===== config.mk =====
export PLATFORM = sky130hd
export DESIGN_NAME = sexpr_message_framer_core_flat
export DESIGN_NICKNAME = d
export VERILOG_FILES = /design/src/rtl/core/smf_pkg.sv /design/src/rtl/core/smf_ifs.sv /design/src/rtl/core/smf_in_reg.sv /design/src/rtl/core/smf_scan.sv /design/src/rtl/core/sexpr_message_framer_core.sv /design/src/flat_wrapper.sv
export SDC_FILE = /design/constraint.sdc
export NUM_CORES = 1
export LEC_CHECK = 0
export BUFFER_PORTS_ARGS = -buffer_cell sky130_fd_sc_hd__buf_4
export CAP_MARGIN = 20
export CORE_UTILIZATION = 35
export DETAILED_ROUTE_END_ITERATION = 10
export SLEW_MARGIN = 20
export SYNTH_ARGS = -nofsm -noshare
export SYNTH_HDL_FRONTEND = slang
export SYNTH_SLANG_ARGS = --single-unit

===== constraint.sdc =====
create_clock -name clk -period 5.1 [get_ports clk]
set_input_delay 1.02 -clock clk [delete_from_list [all_inputs] [get_ports clk]]
set_output_delay 1.02 -clock clk [all_outputs]
set_load 0.01 [all_outputs]

===== src/rtl/core/smf_pkg.sv =====
package smf_pkg;

  // counter widths
  localparam int DEPTH_BITS = 16;
  localparam int LEN_BITS   = 24;

  // character codes
  localparam logic [7:0] CH_LPAREN = 8'h28;
  localparam logic [7:0] CH_RPAREN = 8'h29;
  localparam logic [7:0] CH_DQUOTE = 8'h22;
  localparam logic [7:0] CH_HASH   = 8'h23;
  localparam logic [7:0] CH_BSLASH = 8'h5C;
  localparam logic [7:0] CH_SPACE  = 8'h20;
  localparam logic [7:0] CH_TAB    = 8'h09;
  localparam logic [7:0] CH_NL     = 8'h0A;
  localparam logic [7:0] CH_FF     = 8'h0C;
  localparam logic [7:0] CH_ZERO   = 8'h30;
  localparam logic [7:0] CH_NINE   = 8'h39;

  // scanner modes
  typedef enum logic [2:0] {
    MODE_START  = 3'd0,
    MODE_ERROR  = 3'd1,
    MODE_NORMAL = 3'd2,
    MODE_QUOTED = 3'd3,
    MODE_BSLASH = 3'd4,
    MODE_HASH   = 3'd5,
    MODE_HASHED = 3'd6,
    MODE_DONE   = 3'd7
  } mode_t;

  // per-byte status codes
  typedef enum logic [1:0] {
    ST_CONTINUE = 2'd0,
    ST_COMPLETE = 2'd1,
    ST_BAD_START = 2'd2,
    ST_BAD_HASH = 2'd3
  } status_t;

  // contents of the input register
  typedef struct packed {
    logic       vld;
    logic [7:0] data;
  } stage_t;

endpackage


===== src/rtl/core/smf_ifs.sv =====
interface smf_in_if;
  import smf_pkg::*;
  logic       valid;
  logic       ready;
  logic [7:0] data_byte;

  modport source (output valid, output data_byte, input ready);
  modport sink (input valid, input data_byte, output ready);
  modport mon (input valid, input data_byte, input ready);
endinterface

interface smf_out_if;
  import smf_pkg::*;
  logic       valid;
  logic       ready;
  logic [7:0] echo_byte;
  logic       keep_byte;
  logic [1:0] frame_status;

  modport source (output valid, output echo_byte, output keep_byte, output frame_status,
                  input ready);
  modport sink (input valid, input echo_byte, input keep_byte, input frame_status,
                output ready);
  modport mon (input valid, input echo_byte, input keep_byte, input frame_status,
               input ready);
endinterface


===== src/rtl/core/smf_in_reg.sv =====
module smf_in_reg
  import smf_pkg::*;
(
  input  logic        clk,
  input  logic        rst_n,
  smf_in_if.sink      in_ch,
  input  logic        take,
  output stage_t      stage
);

  logic       vld_r;
  logic [7:0] data_r;

  // free when empty or when the held request moves on this cycle
  assign in_ch.ready = !vld_r || take;

  always_ff @(posedge clk) begin
    if (!rst_n) begin
      vld_r <= 1'b0;
    end else if (in_ch.valid && in_ch.ready) begin
      vld_r <= 1'b1;
    end else if (take) begin
      vld_r <= 1'b0;
    end
  end

  // payload needs no reset
  always_ff @(posedge clk) begin
    if (in_ch.valid && in_ch.ready) begin
      data_r <= in_ch.data_byte;
    end
  end

  assign stage.vld  = vld_r;
  assign stage.data = data_r;

endmodule


===== src/rtl/core/smf_scan.sv =====
module smf_scan
  import smf_pkg::*;
(
  input  logic        clk,
  input  logic        rst_n,
  input  stage_t      stage,
  output logic        take,
  smf_out_if.source   out_ch
);

  mode_t                 mode_r, mode_nxt, eff_mode, mode_mid;
  logic [DEPTH_BITS-1:0] depth_r, depth_nxt;
  logic [LEN_BITS-1:0]   hash_r, hash_nxt, eff_hash;
  logic [LEN_BITS+3:0]   hash_mul;
  logic                  out_valid_r;
  logic [7:0]            echo_r;
  logic                  keep_r, keep_nxt;
  status_t               status_r, status_nxt;
  logic [7:0]            c;
  logic                  is_blank, is_digit, blank_drop, bad_start, bad_hash;

  assign c = stage.data;

  // move when the result register is empty or being drained
  assign take = stage.vld && (!out_valid_r || out_ch.ready);

  // decode of the current byte against the effective mode
  always_comb begin
    eff_mode = (mode_r == MODE_DONE) ? MODE_START : mode_r;
    eff_hash = (mode_r == MODE_DONE) ? '0 : hash_r;
    is_blank = (c == CH_SPACE) || (c == CH_TAB) || (c == CH_NL) || (c == CH_FF);
    is_digit = c inside {[CH_ZERO:CH_NINE]};
    blank_drop = (eff_mode == MODE_START) && (c != CH_LPAREN) && is_blank;
    bad_start  = ((eff_mode == MODE_START) || (eff_mode == MODE_ERROR)) &&
                 (c != CH_LPAREN) && !blank_drop;
    bad_hash   = (eff_mode == MODE_HASH) && !is_digit && (c != CH_DQUOTE);
  end

  // hash count times ten plus digit
  assign hash_mul = {1'b0, eff_hash, 3'b000} + {3'b000, eff_hash, 1'b0} +
                    {{(LEN_BITS){1'b0}}, c[3:0]};

  // next state
  always_comb begin
    mode_mid  = eff_mode;
    depth_nxt = depth_r;
    hash_nxt  = eff_hash;
    case (eff_mode)
      MODE_START, MODE_ERROR: begin
        if (c == CH_LPAREN) begin
          depth_nxt = {{(DEPTH_BITS-1){1'b0}}, 1'b1};
          mode_mid  = MODE_NORMAL;
        end else if (bad_start) begin
          mode_mid = MODE_ERROR;
        end
      end
      MODE_NORMAL: begin
        if (c == CH_LPAREN) begin
          if (depth_r != '1) depth_nxt = depth_r + 1'b1;
        end else if (c == CH_RPAREN) begin
          if (depth_r != '0) depth_nxt = depth_r - 1'b1;
        end else if (c == CH_DQUOTE) begin
          mode_mid = MODE_QUOTED;
        end else if (c == CH_HASH) begin
          mode_mid = MODE_HASH;
          hash_nxt = '0;
        end
      end
      MODE_QUOTED: begin
        if (c == CH_BSLASH) begin
          mode_mid = MODE_BSLASH;
        end else if (c == CH_DQUOTE) begin
          mode_mid = MODE_NORMAL;
        end
      end
      MODE_BSLASH: begin
        mode_mid = MODE_QUOTED;
      end
      MODE_HASH: begin
        if (is_digit) begin
          // saturate the byte count
          if (hash_mul[LEN_BITS+3:LEN_BITS] != '0) hash_nxt = '1;
          else hash_nxt = hash_mul[LEN_BITS-1:0];
        end else if (c == CH_DQUOTE) begin
          mode_mid = (eff_hash != '0) ? MODE_HASHED : MODE_NORMAL;
        end else begin
          mode_mid = MODE_NORMAL;
        end
      end
      default: begin
        // counted string body
        if (eff_hash != '0) hash_nxt = eff_hash - 1'b1;
        if (hash_nxt == '0) mode_mid = MODE_NORMAL;
      end
    endcase
    mode_nxt = mode_mid;
    if (!bad_start && !bad_hash && (mode_mid == MODE_NORMAL) && (depth_nxt == '0)) begin
      mode_nxt = MODE_DONE;
    end
  end

  // result fields
  always_comb begin
    keep_nxt = !(blank_drop || bad_start || bad_hash);
    if (bad_start) begin
      status_nxt = ST_BAD_START;
    end else if (bad_hash) begin
      status_nxt = ST_BAD_HASH;
    end else if (mode_nxt == MODE_DONE) begin
      status_nxt = ST_COMPLETE;
    end else begin
      status_nxt = ST_CONTINUE;
    end
  end

  // scanner state
  always_ff @(posedge clk) begin
    if (!rst_n) begin
      mode_r  <= MODE_START;
      depth_r <= '0;
      hash_r  <= '0;
    end else if (take) begin
      mode_r  <= mode_nxt;
      depth_r <= depth_nxt;
      hash_r  <= hash_nxt;
    end
  end

  // result register
  always_ff @(posedge clk) begin
    if (!rst_n) begin
      out_valid_r <= 1'b0;
    end else if (take) begin
      out_valid_r <= 1'b1;
    end else if (out_ch.ready) begin
      out_valid_r <= 1'b0;
    end
  end

  always_ff @(posedge clk) begin
    if (take) begin
      echo_r   <= c;
      keep_r   <= keep_nxt;
      status_r <= status_nxt;
    end
  end

  assign out_ch.valid        = out_valid_r;
  assign out_ch.echo_byte    = echo_r;
  assign out_ch.keep_byte    = keep_r;
  assign out_ch.frame_status = status_r;

endmodule


===== src/rtl/core/sexpr_message_framer_core.sv =====
// channel  | dir | payload                                   | handshake
// in_ch    | in  | data_byte[7:0]                            | valid/ready
// out_ch   | out | echo_byte[7:0], keep_byte, frame_status[1:0] | valid/ready
//
// one byte per cycle sustained while out_ch is ready; each byte passes an input register, the
// scanner logic and a result register, from which the result is offered on out_ch
// rst_n is synchronous and active low; it returns the scanner to awaiting '('
// a stalled result holds while one more byte waits in the input register
module sexpr_message_framer_core
  import smf_pkg::*;
(
  input  logic      clk,
  input  logic      rst_n,
  smf_in_if.sink    in_ch,
  smf_out_if.source out_ch
);

  stage_t stage;
  logic   take;

  // input register
  smf_in_reg u_in_reg (
    .clk   (clk),
    .rst_n (rst_n),
    .in_ch (in_ch),
    .take  (take),
    .stage (stage)
  );

  // scanner and result register
  smf_scan u_scan (
    .clk    (clk),
    .rst_n  (rst_n),
    .stage  (stage),
    .take   (take),
    .out_ch (out_ch)
  );

endmodule


===== src/flat_wrapper.sv =====
// flat-port wrapper written by rule: the top's interface ports become plain ports
module sexpr_message_framer_core_flat import smf_pkg::*;
  (clk, rst_n, in_ch_valid, in_ch_data_byte, in_ch_ready, out_ch_valid, out_ch_echo_byte, out_ch_keep_byte, out_ch_frame_status, out_ch_ready);
  smf_in_if in_ch_i ();
  smf_out_if out_ch_i ();
  input  logic clk;
  input  logic rst_n;
  input wire logic [$bits(in_ch_i.valid)-1:0] in_ch_valid;
  input wire logic [$bits(in_ch_i.data_byte)-1:0] in_ch_data_byte;
  output wire logic [$bits(in_ch_i.ready)-1:0] in_ch_ready;
  output wire logic [$bits(out_ch_i.valid)-1:0] out_ch_valid;
  output wire logic [$bits(out_ch_i.echo_byte)-1:0] out_ch_echo_byte;
  output wire logic [$bits(out_ch_i.keep_byte)-1:0] out_ch_keep_byte;
  output wire logic [$bits(out_ch_i.frame_status)-1:0] out_ch_frame_status;
  input wire logic [$bits(out_ch_i.ready)-1:0] out_ch_ready;
  assign in_ch_i.valid = in_ch_valid;
  assign in_ch_i.data_byte = in_ch_data_byte;
  assign in_ch_ready = in_ch_i.ready;
  assign out_ch_valid = out_ch_i.valid;
  assign out_ch_echo_byte = out_ch_i.echo_byte;
  assign out_ch_keep_byte = out_ch_i.keep_byte;
  assign out_ch_frame_status = out_ch_i.frame_status;
  assign out_ch_i.ready = out_ch_ready;
  sexpr_message_framer_core u_core (.clk(clk), .rst_n(rst_n), .in_ch(in_ch_i), .out_ch(out_ch_i));
endmodule

==> flow_metrics.env, run 1 <==
export IMPL_internal_power_uw=1020
export IMPL_synth_top_family_by_area="compound AO/OA/AOI/OAI gates"
export IMPL_crit_start="u_core.u_scan.mode_r[0]$_SDFFE_PN0P_"
export IMPL_synth_common_cells="98 x nor2_1, 88 x a21oi_1, 88 x nand2_1, 65 x o21ai_0, 47 x clkbuf_1"
export IMPL_ys_warn_count=0
export IMPL_synthCells=960
export IMPL_cts_tree="done"
export IMPL_r2r_start="u_core.u_scan.mode_r[0]$_SDFFE_PN0P_"
export IMPL_ios=25
export IMPL_drive_above_1_share_pct=9.12
export IMPL_ant_nets=0
export IMPL_fin_skew_ps=11.2
export IMPL_critPathRequiredTime_ps=5340
export IMPL_std_cell_rows=51
export IMPL_clk_pin_slew_worst_paths_ps=60
export IMPL_power_share_combinational_pct=17.0
export IMPL_placeableCoreArea_um2=19700
export IMPL_start_kind="flop"
export IMPL_cts_path_max_buffers=2
export IMPL_numPortBuffers=24
export IMPL_synthAdderAreaFrac_pct=7.89
export IMPL_setup_tns_ps=0
export IMPL_grtUsageTotal_pct=22.8
export IMPL_drcViolationCount=0
export IMPL_worst_r2r_endpoint="u_core.u_scan.hash_r[7]$_SDFFE_PN0P_"
export IMPL_synth_edf_count=19
export IMPL_min_period_ps=4540
export IMPL_rsz0062_at_grt="false"
export IMPL_die_y_um=144
export IMPL_synth_compound_area_share_pct=30.6
export IMPL_syn_area_um2=7080
export IMPL_wl_per_cell_um=19.2
export IMPL_clkSinkCount=64
export IMPL_synth_most_common_cell="nor2_1"
export IMPL_syn2layout_area_growth_pct=8.36
export IMPL_status="completed"
export IMPL_dp_cells=1192
export IMPL_synth_area_leaders="dfxtp_1 13%, edfxtp_1 8.1%, ha_1 7.6%"
export IMPL_multi_input_area_um2=5160
export IMPL_vias=7529
export IMPL_timing_final_ws_setup_ps=564
export IMPL_antenna_found_initial=0
export IMPL_hold_slack_ps=527
export IMPL_max_cap_violations=0
export IMPL_first_global_vias=6765
export IMPL_final_cells=1208
export IMPL_n_antenna_cell=0
export IMPL_worst_pin_slew_ps=1060
export IMPL_nFillCells=2087
export IMPL_pwr_share_seq_pct=38.5
export IMPL_viasPerCell=6.23
export IMPL_dp_hpwl_um=16800
export IMPL_die_width_um=144
export IMPL_clkLatencyLatePin_ps=350
export IMPL_synthFlopType="dfxtp_1"
export IMPL_clkPwrFrac_pct=44.5
export IMPL_p_per_area_nw_per_um2=191
export IMPL_async_flop_share_pct=0
export IMPL_avgSynthCellArea_um2=7.37
export IMPL_p_leak_uw=0.00305
export IMPL_vdd_drop_max_mv=0.163
export IMPL_nets=994
export IMPL_cts_root_buf="clkbuf_16"
export IMPL_dp_slack_ps=623
export IMPL_ctsHoldBuffers=0
export IMPL_r2r_cells=15
export IMPL_synth_largest_area_cell="dfxtp_1"
export IMPL_ff2ff_setup_slack_ps=560
export IMPL_end_kind="flop"
export IMPL_yosys_area_share_simple_pct=28.9
export IMPL_grt_start_max_net_pins=48
export IMPL_routed_wirelength_um=23100
export IMPL_crit_fanout=47
export IMPL_slew_headroom_pct=29.4
export IMPL_grt_pass1_wl_um=37200
export IMPL_final_core_util_pct=39.0
export IMPL_synth_xor_area_share_pct=4.95
export IMPL_path_class="reg2reg"
export IMPL_period_share_pct=88.9
export IMPL_cts_resized=0
export IMPL_p_sw_uw=438
export IMPL_ys_seq_elements=64
export IMPL_crit_path_end="u_core.u_scan.hash_r[7]$_SDFFE_PN0P_"
export IMPL_hold_class="reg2reg"
export IMPL_drt_iter0_drc=771
export IMPL_register_area_um2=1470
export IMPL_overflow=0
export IMPL_yosysUniqueCellTypes=88
export IMPL_start_util_pct=36.0
export IMPL_synth_nets=1016
export IMPL_yosysSeqAreaShare_pct=20.8
export IMPL_cts_setup_buffers=0
export IMPL_max_clock_freq_mhz=220
export IMPL_arrival_ps=4780
export IMPL_finalSetupViolCount=0
export IMPL_dr_pass1_iters=8
export IMPL_slew_violations=0
export IMPL_design_die_area_um2=20800
export IMPL_synth_top_area_share_pct=12.7
export IMPL_cts_made_buffers=9
export IMPL_gp_congestion=0.923
export IMPL_h_tree_depth=3
export IMPL_switching_share_pct=30.0
export IMPL_synthMuxAreaShare_pct=0.584
export IMPL_hold_viol=0
## final cells by class
cell class | count | area share (%)
Multi-Input combinational cell | 797 | 67.3
Tap cell | 265 | 4.32
Sequential cell | 64 | 19.2
Inverter | 27 | 1.32
Timing Repair Buffer | 39 | 3.82
Clock buffer | 10 | 3.12
Clock inverter | 6 | 0.881
## registers in the layout (all words and copies together), names as in the netlist
name and flops:
u_core.u_in_reg.vld_r 1, u_core.u_scan.out_ch.keep_byte 1, u_core.u_scan.out_ch.frame_status 2, u_core.u_in_reg.data_r 8, u_core.u_scan.out_ch.echo_byte 8, u_core.u_scan.depth_r 16
u_core.u_scan.out_ch.valid 1, u_core.u_scan.mode_r 3, u_core.u_scan.hash_r 24
## worst min path at each step
stage / start / to / slack (ps) / cells past startpoint
after global routing: u_core.u_in_reg.vld_r$_SDFFE_PN0P_ / u_core.u_scan.out_ch.valid$_SDFFE_PN0P_ / 580 / 2
after floorplan: u_core.u_in_reg.data_r[4]$_DFFE_PP_ / u_core.u_scan.out_ch.echo_byte[4]$_DFFE_PP_ / 420 / 0
after CTS: u_core.u_scan.hash_r[22]$_SDFFE_PN0P_ / u_core.u_scan.hash_r[22]$_SDFFE_PN0P_ / 530 / 2
final: u_core.u_scan.hash_r[22]$_SDFFE_PN0P_ / u_core.u_scan.hash_r[22]$_SDFFE_PN0P_ / 530 / 2
after detailed placement: u_core.u_in_reg.vld_r$_SDFFE_PN0P_ / u_core.u_scan.out_ch.valid$_SDFFE_PN0P_ / 510 / 2
after global placement: u_core.u_scan.hash_r[22]$_SDFFE_PN0P_ / u_core.u_scan.hash_r[22]$_SDFFE_PN0P_ / 510 / 2
## metrics by stage
step / power, µW / instance area (µm²)
finish: 1460 / 7670
global route: 1510 / 7670
CTS: 1460 / 7670
detailed placement: 816 / 7360
global placement: 816 / 7360
floorplan: 741 / 7080
## layer usage
layer / global-route usage, % / up-vias / routed length [µm]
met5: 0 / - / 0
met2: 34.8 / 334 / 10200
met1: 31.8 / 3556 / 10400
li1: - / 3577 / -
met3: 4.01 / 62 / 1770
met4: 8.92 / 0 / 758
## cell usage in the layout, fill, tap and decap left out, types with 11 or more instances in the layout
cell type / count
inv_1: 24
ha_1: 43
a21oi_1: 88
edfxtp_1: 19
nand4_1: 17
xnor2_1: 31
nor3_1: 29
a31oi_1: 13
and3_1: 23
and2_1: 19
nand3_1: 22
dfxtp_1: 45
o21ai_0: 65
nand2_1: 88
a211oi_1: 12
buf_4: 39
nor4_1: 14
nor2_1: 98
or3_1: 11
a21o_1: 18
## critical path, stage by stage (launching register included)
cell and delay (ps):
dfxtp_1 540, nand3_1 200, buf_4 320, and2_1 240, ha_1 280, ha_1 360, and3_1 170, a221o_1 450
o2111ai_1 240, a221oi_1 130, or4_1 500, a21oi_1 140, o2111ai_1 120, buf_4 240, nand2b_1 170, a221o_1 310
## kinds of logic after synthesis
kind of cell,count (synthesis)
DFF,64
AOI/OAI and AO/OA,324
xor gates and xnor gates,40
adders and majority gates,44
muxes,4
buffers and inverters,99
and+or+nand+nor,385
## power by group through the flow
stage	Sequential, µW	Combinational (µW)	Clock (µW)
after floorplan	561	180	0
after global placement	573	243	0
after detailed placement	573	242	0
after CTS	562	244	656
after global routing	566	271	672
final	563	249	650
No activity file was read; power rests on OpenSTA's default activity.
==> inputs of run 2 (changes only) <==
--- a/config.mk
+++ b/config.mk
@@ -5,10 +5,12 @@
 export SDC_FILE = /design/constraint.sdc
 export NUM_CORES = 1
 export LEC_CHECK = 0
+export ABC_AREA = 1
 export BUFFER_PORTS_ARGS = -buffer_cell sky130_fd_sc_hd__buf_4
 export CAP_MARGIN = 20
 export CORE_UTILIZATION = 35
 export DETAILED_ROUTE_END_ITERATION = 10
+export PLACE_DENSITY = 0.61
 export SLEW_MARGIN = 20
 export SYNTH_ARGS = -nofsm -noshare
 export SYNTH_HDL_FRONTEND = slang
==> run 2 against run 1 <==
Core utilization increased by 0.39 points. Non-clock buffer count decreased by 6. Design area increased by 5.0%. Final cell count increased by 29%. Via count increased by 10%. Worst hold slack got worse by 39 ps. First-iteration DRC count decreased by 19%. Largest power group unchanged.
==> flow_metrics.env, run 2 <==
export IMPL_die_y_um=147
export IMPL_cts_setup_buffers=0
export IMPL_setup_tns_ps=0
export IMPL_cts_made_buffers=9
export IMPL_fin_skew_ps=12.1
export IMPL_min_path_cells=0
export IMPL_cts_path_max_buffers=2
export IMPL_drt_iter0_drc=628
export IMPL_synth_area_leaders="nand2_1 19%, dfxtp_1 12%, a21oi_1 10%"
export IMPL_wl_per_cell_um=15.3
export IMPL_synth_largest_area_cell="nand2_1"
export IMPL_rsz0062_at_grt="false"
export IMPL_design_die_area_um2=21700
export IMPL_synth_common_cells="378 x nand2_1, 152 x a21oi_1, 151 x nor2_1, 135 x inv_1, 99 x nand3_1"
export IMPL_p_leak_uw=0.00411
export IMPL_reg_top3="u_core.u_scan.hash_r x24, u_core.u_scan.depth_r x16"
export IMPL_cp_depth=20
export IMPL_cts_tree="done"
export IMPL_ys_warn_count=0
export IMPL_start_kind="flop"
export IMPL_yosysSeqAreaShare_pct=19.9
export IMPL_max_clock_freq_mhz=232
export IMPL_crit_start="u_core.u_scan.mode_r[1]$_SDFFE_PN0P_"
export IMPL_vdd_drop_max_mv=0.160
export IMPL_synthCells=1283
export IMPL_synth_top_area_share_pct=19.2
export IMPL_ctsHoldBuffers=0
export IMPL_period_share_pct=84.7
export IMPL_ys_seq_elements=64
export IMPL_std_cell_rows=52
export IMPL_clkLatencyLatePin_ps=350
export IMPL_hold_class="reg2reg"
export IMPL_clk_pin_slew_worst_paths_ps=60
export IMPL_nFillCells=2248
export IMPL_async_flop_share_pct=0
export IMPL_crit_fanout=24
export IMPL_synth_edf_count=19
export IMPL_routed_wirelength_um=23800
export IMPL_h_tree_depth=3
export IMPL_syn_area_um2=7390
export IMPL_avgSynthCellArea_um2=5.76
export IMPL_ios=25
export IMPL_vias=8286
export IMPL_hold_viol=0
export IMPL_r2r_start="u_core.u_scan.mode_r[1]$_SDFFE_PN0P_"
export IMPL_r2r_cells=20
export IMPL_die_width_um=147
export IMPL_grtUsageTotal_pct=22.5
export IMPL_cts_resized=0
export IMPL_finalSetupViolCount=0
export IMPL_crit_chain="nand3_4 > nand2_1 > inv_1 > ha_1 > ha_1 > fa_1 > nand3_1 > nand2_1 > a21boi_1 > o21ai_1 > and2_1 > o21bai_1 > inv_1 > nor2_2 > buf_4 > nand3_1 > nand2_1 > nand2_1 > nand2_1 > a21oi_1"
export IMPL_largest_reg_flops=24
export IMPL_drcViolationCount=0
export IMPL_min_period_ps=4320
export IMPL_clkSinkCount=64
export IMPL_final_common_cell="nand2_1"
export IMPL_ant_nets=0
export IMPL_cp_slowest_cell="dfxtp_1"
export IMPL_slew_violations=0
export IMPL_register_area_um2=1470
export IMPL_critPathTopFamily="simple AND/OR/NAND/NOR gates"
export IMPL_nets=1340
export IMPL_status="completed"
export IMPL_synthFlopType="dfxtp_1"
export IMPL_drive_above_1_share_pct=7.76
export IMPL_slew_headroom_pct=28.3
export IMPL_arrival_ps=4520
export IMPL_worst_pin_slew_ps=1070
export IMPL_worst_path_buf_inv=3
export IMPL_final_cells=1559
export IMPL_cts_root_buf="clkbuf_16"
export IMPL_dr_pass1_iters=5
export IMPL_largest_register="u_core.u_scan.hash_r"
export IMPL_gp_congestion=0.933
export IMPL_n_antenna_cell=0
export IMPL_cpPeakStageDelay_ps=480
export IMPL_synth_nets=1339
export IMPL_syn2layout_area_growth_pct=9.00
export IMPL_crit_top_cell="nand2_1"
export IMPL_dp_hpwl_um=17700
export IMPL_grt_pass1_wl_um=39600
export IMPL_synth_most_common_cell="nand2_1"
export IMPL_multi_input_area_um2=5180
export IMPL_layout_common_cells="377 x nand2_1, 152 x a21oi_1, 150 x nor2_1"
export IMPL_placeableCoreArea_um2=20400
export IMPL_start_util_pct=36.2
export IMPL_yosysUniqueCellTypes=45
export IMPL_antenna_found_initial=0
export IMPL_path_class="reg2reg"
export IMPL_overflow=0
export IMPL_first_global_vias=7785
export IMPL_hp_start="u_core.u_in_reg.data_r[6]$_DFFE_PP_"
export IMPL_grt_start_max_net_pins=65
export IMPL_p_per_area_nw_per_um2=186
export IMPL_numPortBuffers=24
export IMPL_max_cap_violations=0
export IMPL_dp_cells=1543
export IMPL_end_kind="flop"
export IMPL_critPathRequiredTime_ps=5300
export IMPL_viasPerCell=5.31
run 2: cell types whose count changed after synthesis, moves of 12 or more:
cell,delta
inv_1,+111
clkbuf_1,-23
and3_1,-22
nor2_1,+53
o21ai_1,+12
a21o_1,-16
nor4_1,-12
nor3_1,-15
nand2_1,+290
xnor2_1,-25
nand2_2,+12
nand3_1,+77
a21oi_1,+64
and2_1,-14
run 2: logic make-up (layout without fill, tap and decap cells):
kind of cell               count (synthesis)  in the layout  synth area share, %
and+or+nand+nor                          714            714                 41.8
AOI/OAI and AO/OA                        257            257                 18.4
adders and majority gates                 44             44                 7.56
xor gates and xnor gates                  20             20                 2.37
buffers and inverters                    184            190                 9.96
DFF                                       64             64                 19.9
run 2: area by class of cell:
class,count,area share (%)
Timing Repair Buffer,33,3.08
Sequential cell,64,18.3
Multi-Input combinational cell,1035,64.4
Clock inverter,7,0.684
Inverter,141,6.57
Tap cell,270,4.20
Clock buffer,9,2.80
run 2: stage by stage:
| stage | area (µm²) | setup slack [ps] | util, % | hold slack (ps) | total power [µW] |
|---|---|---|---|---|---|
| floorplan | 7390 | 1420 | - | 451 | 827 |
| CTS | 8050 | 853 | 39.4 | 488 | 1500 |
| detailed placement | 7770 | 885 | 38.0 | 481 | 916 |
| global route | 8050 | 486 | 39.4 | 503 | 1580 |
| finish | 8050 | 783 | 39.4 | 487 | 1500 |
| global placement | 7770 | 954 | 38.0 | 466 | 915 |
run 2: worst reg2reg max path, stage by stage, from the launching register on:
cell,delay (ps)
dfxtp_1,480
nand3_4,220
nand2_1,240
inv_1,100
ha_1,290
ha_1,300
fa_1,440
nand3_1,100
nand2_1,180
a21boi_1,370
o21ai_1,240
and2_1,190
o21bai_1,140
inv_1,70
nor2_2,90
buf_4,330
nand3_1,140
nand2_1,90
nand2_1,50
nand2_1,50
a21oi_1,70
run 2: final timing paths:
kind	endpoint	slack (ps)
max	u_core.u_scan.hash_r[4]$_SDFFE_PN0P_	780
min	u_core.u_scan.out_ch.echo_byte[6]$_DFFE_PP_	490
max reg2reg	u_core.u_scan.hash_r[4]$_SDFFE_PN0P_	780
min reg2reg	u_core.u_scan.out_ch.echo_byte[6]$_DFFE_PP_	490
run 2: routing by layer:
metal / GRT usage (%) / part of all wire (%) / up-vias
li1: - / - / 4222
met1: 31.2 / 48 / 3747
met2: 35.6 / 44 / 280
met3: 2.98 / 6.3 / 37
met4: 8.20 / 2.2 / 0
met5: 0 / 0 / -
run 2: report_power, final:
part | total, µW | switching (µW) | leakage [µW] | internal, µW
clock network | 588 | 255 | 0.000132 | 333
logic | 333 | 227 | 0.00343 | 107
registers | 578 | 30.4 | 0.000547 | 547
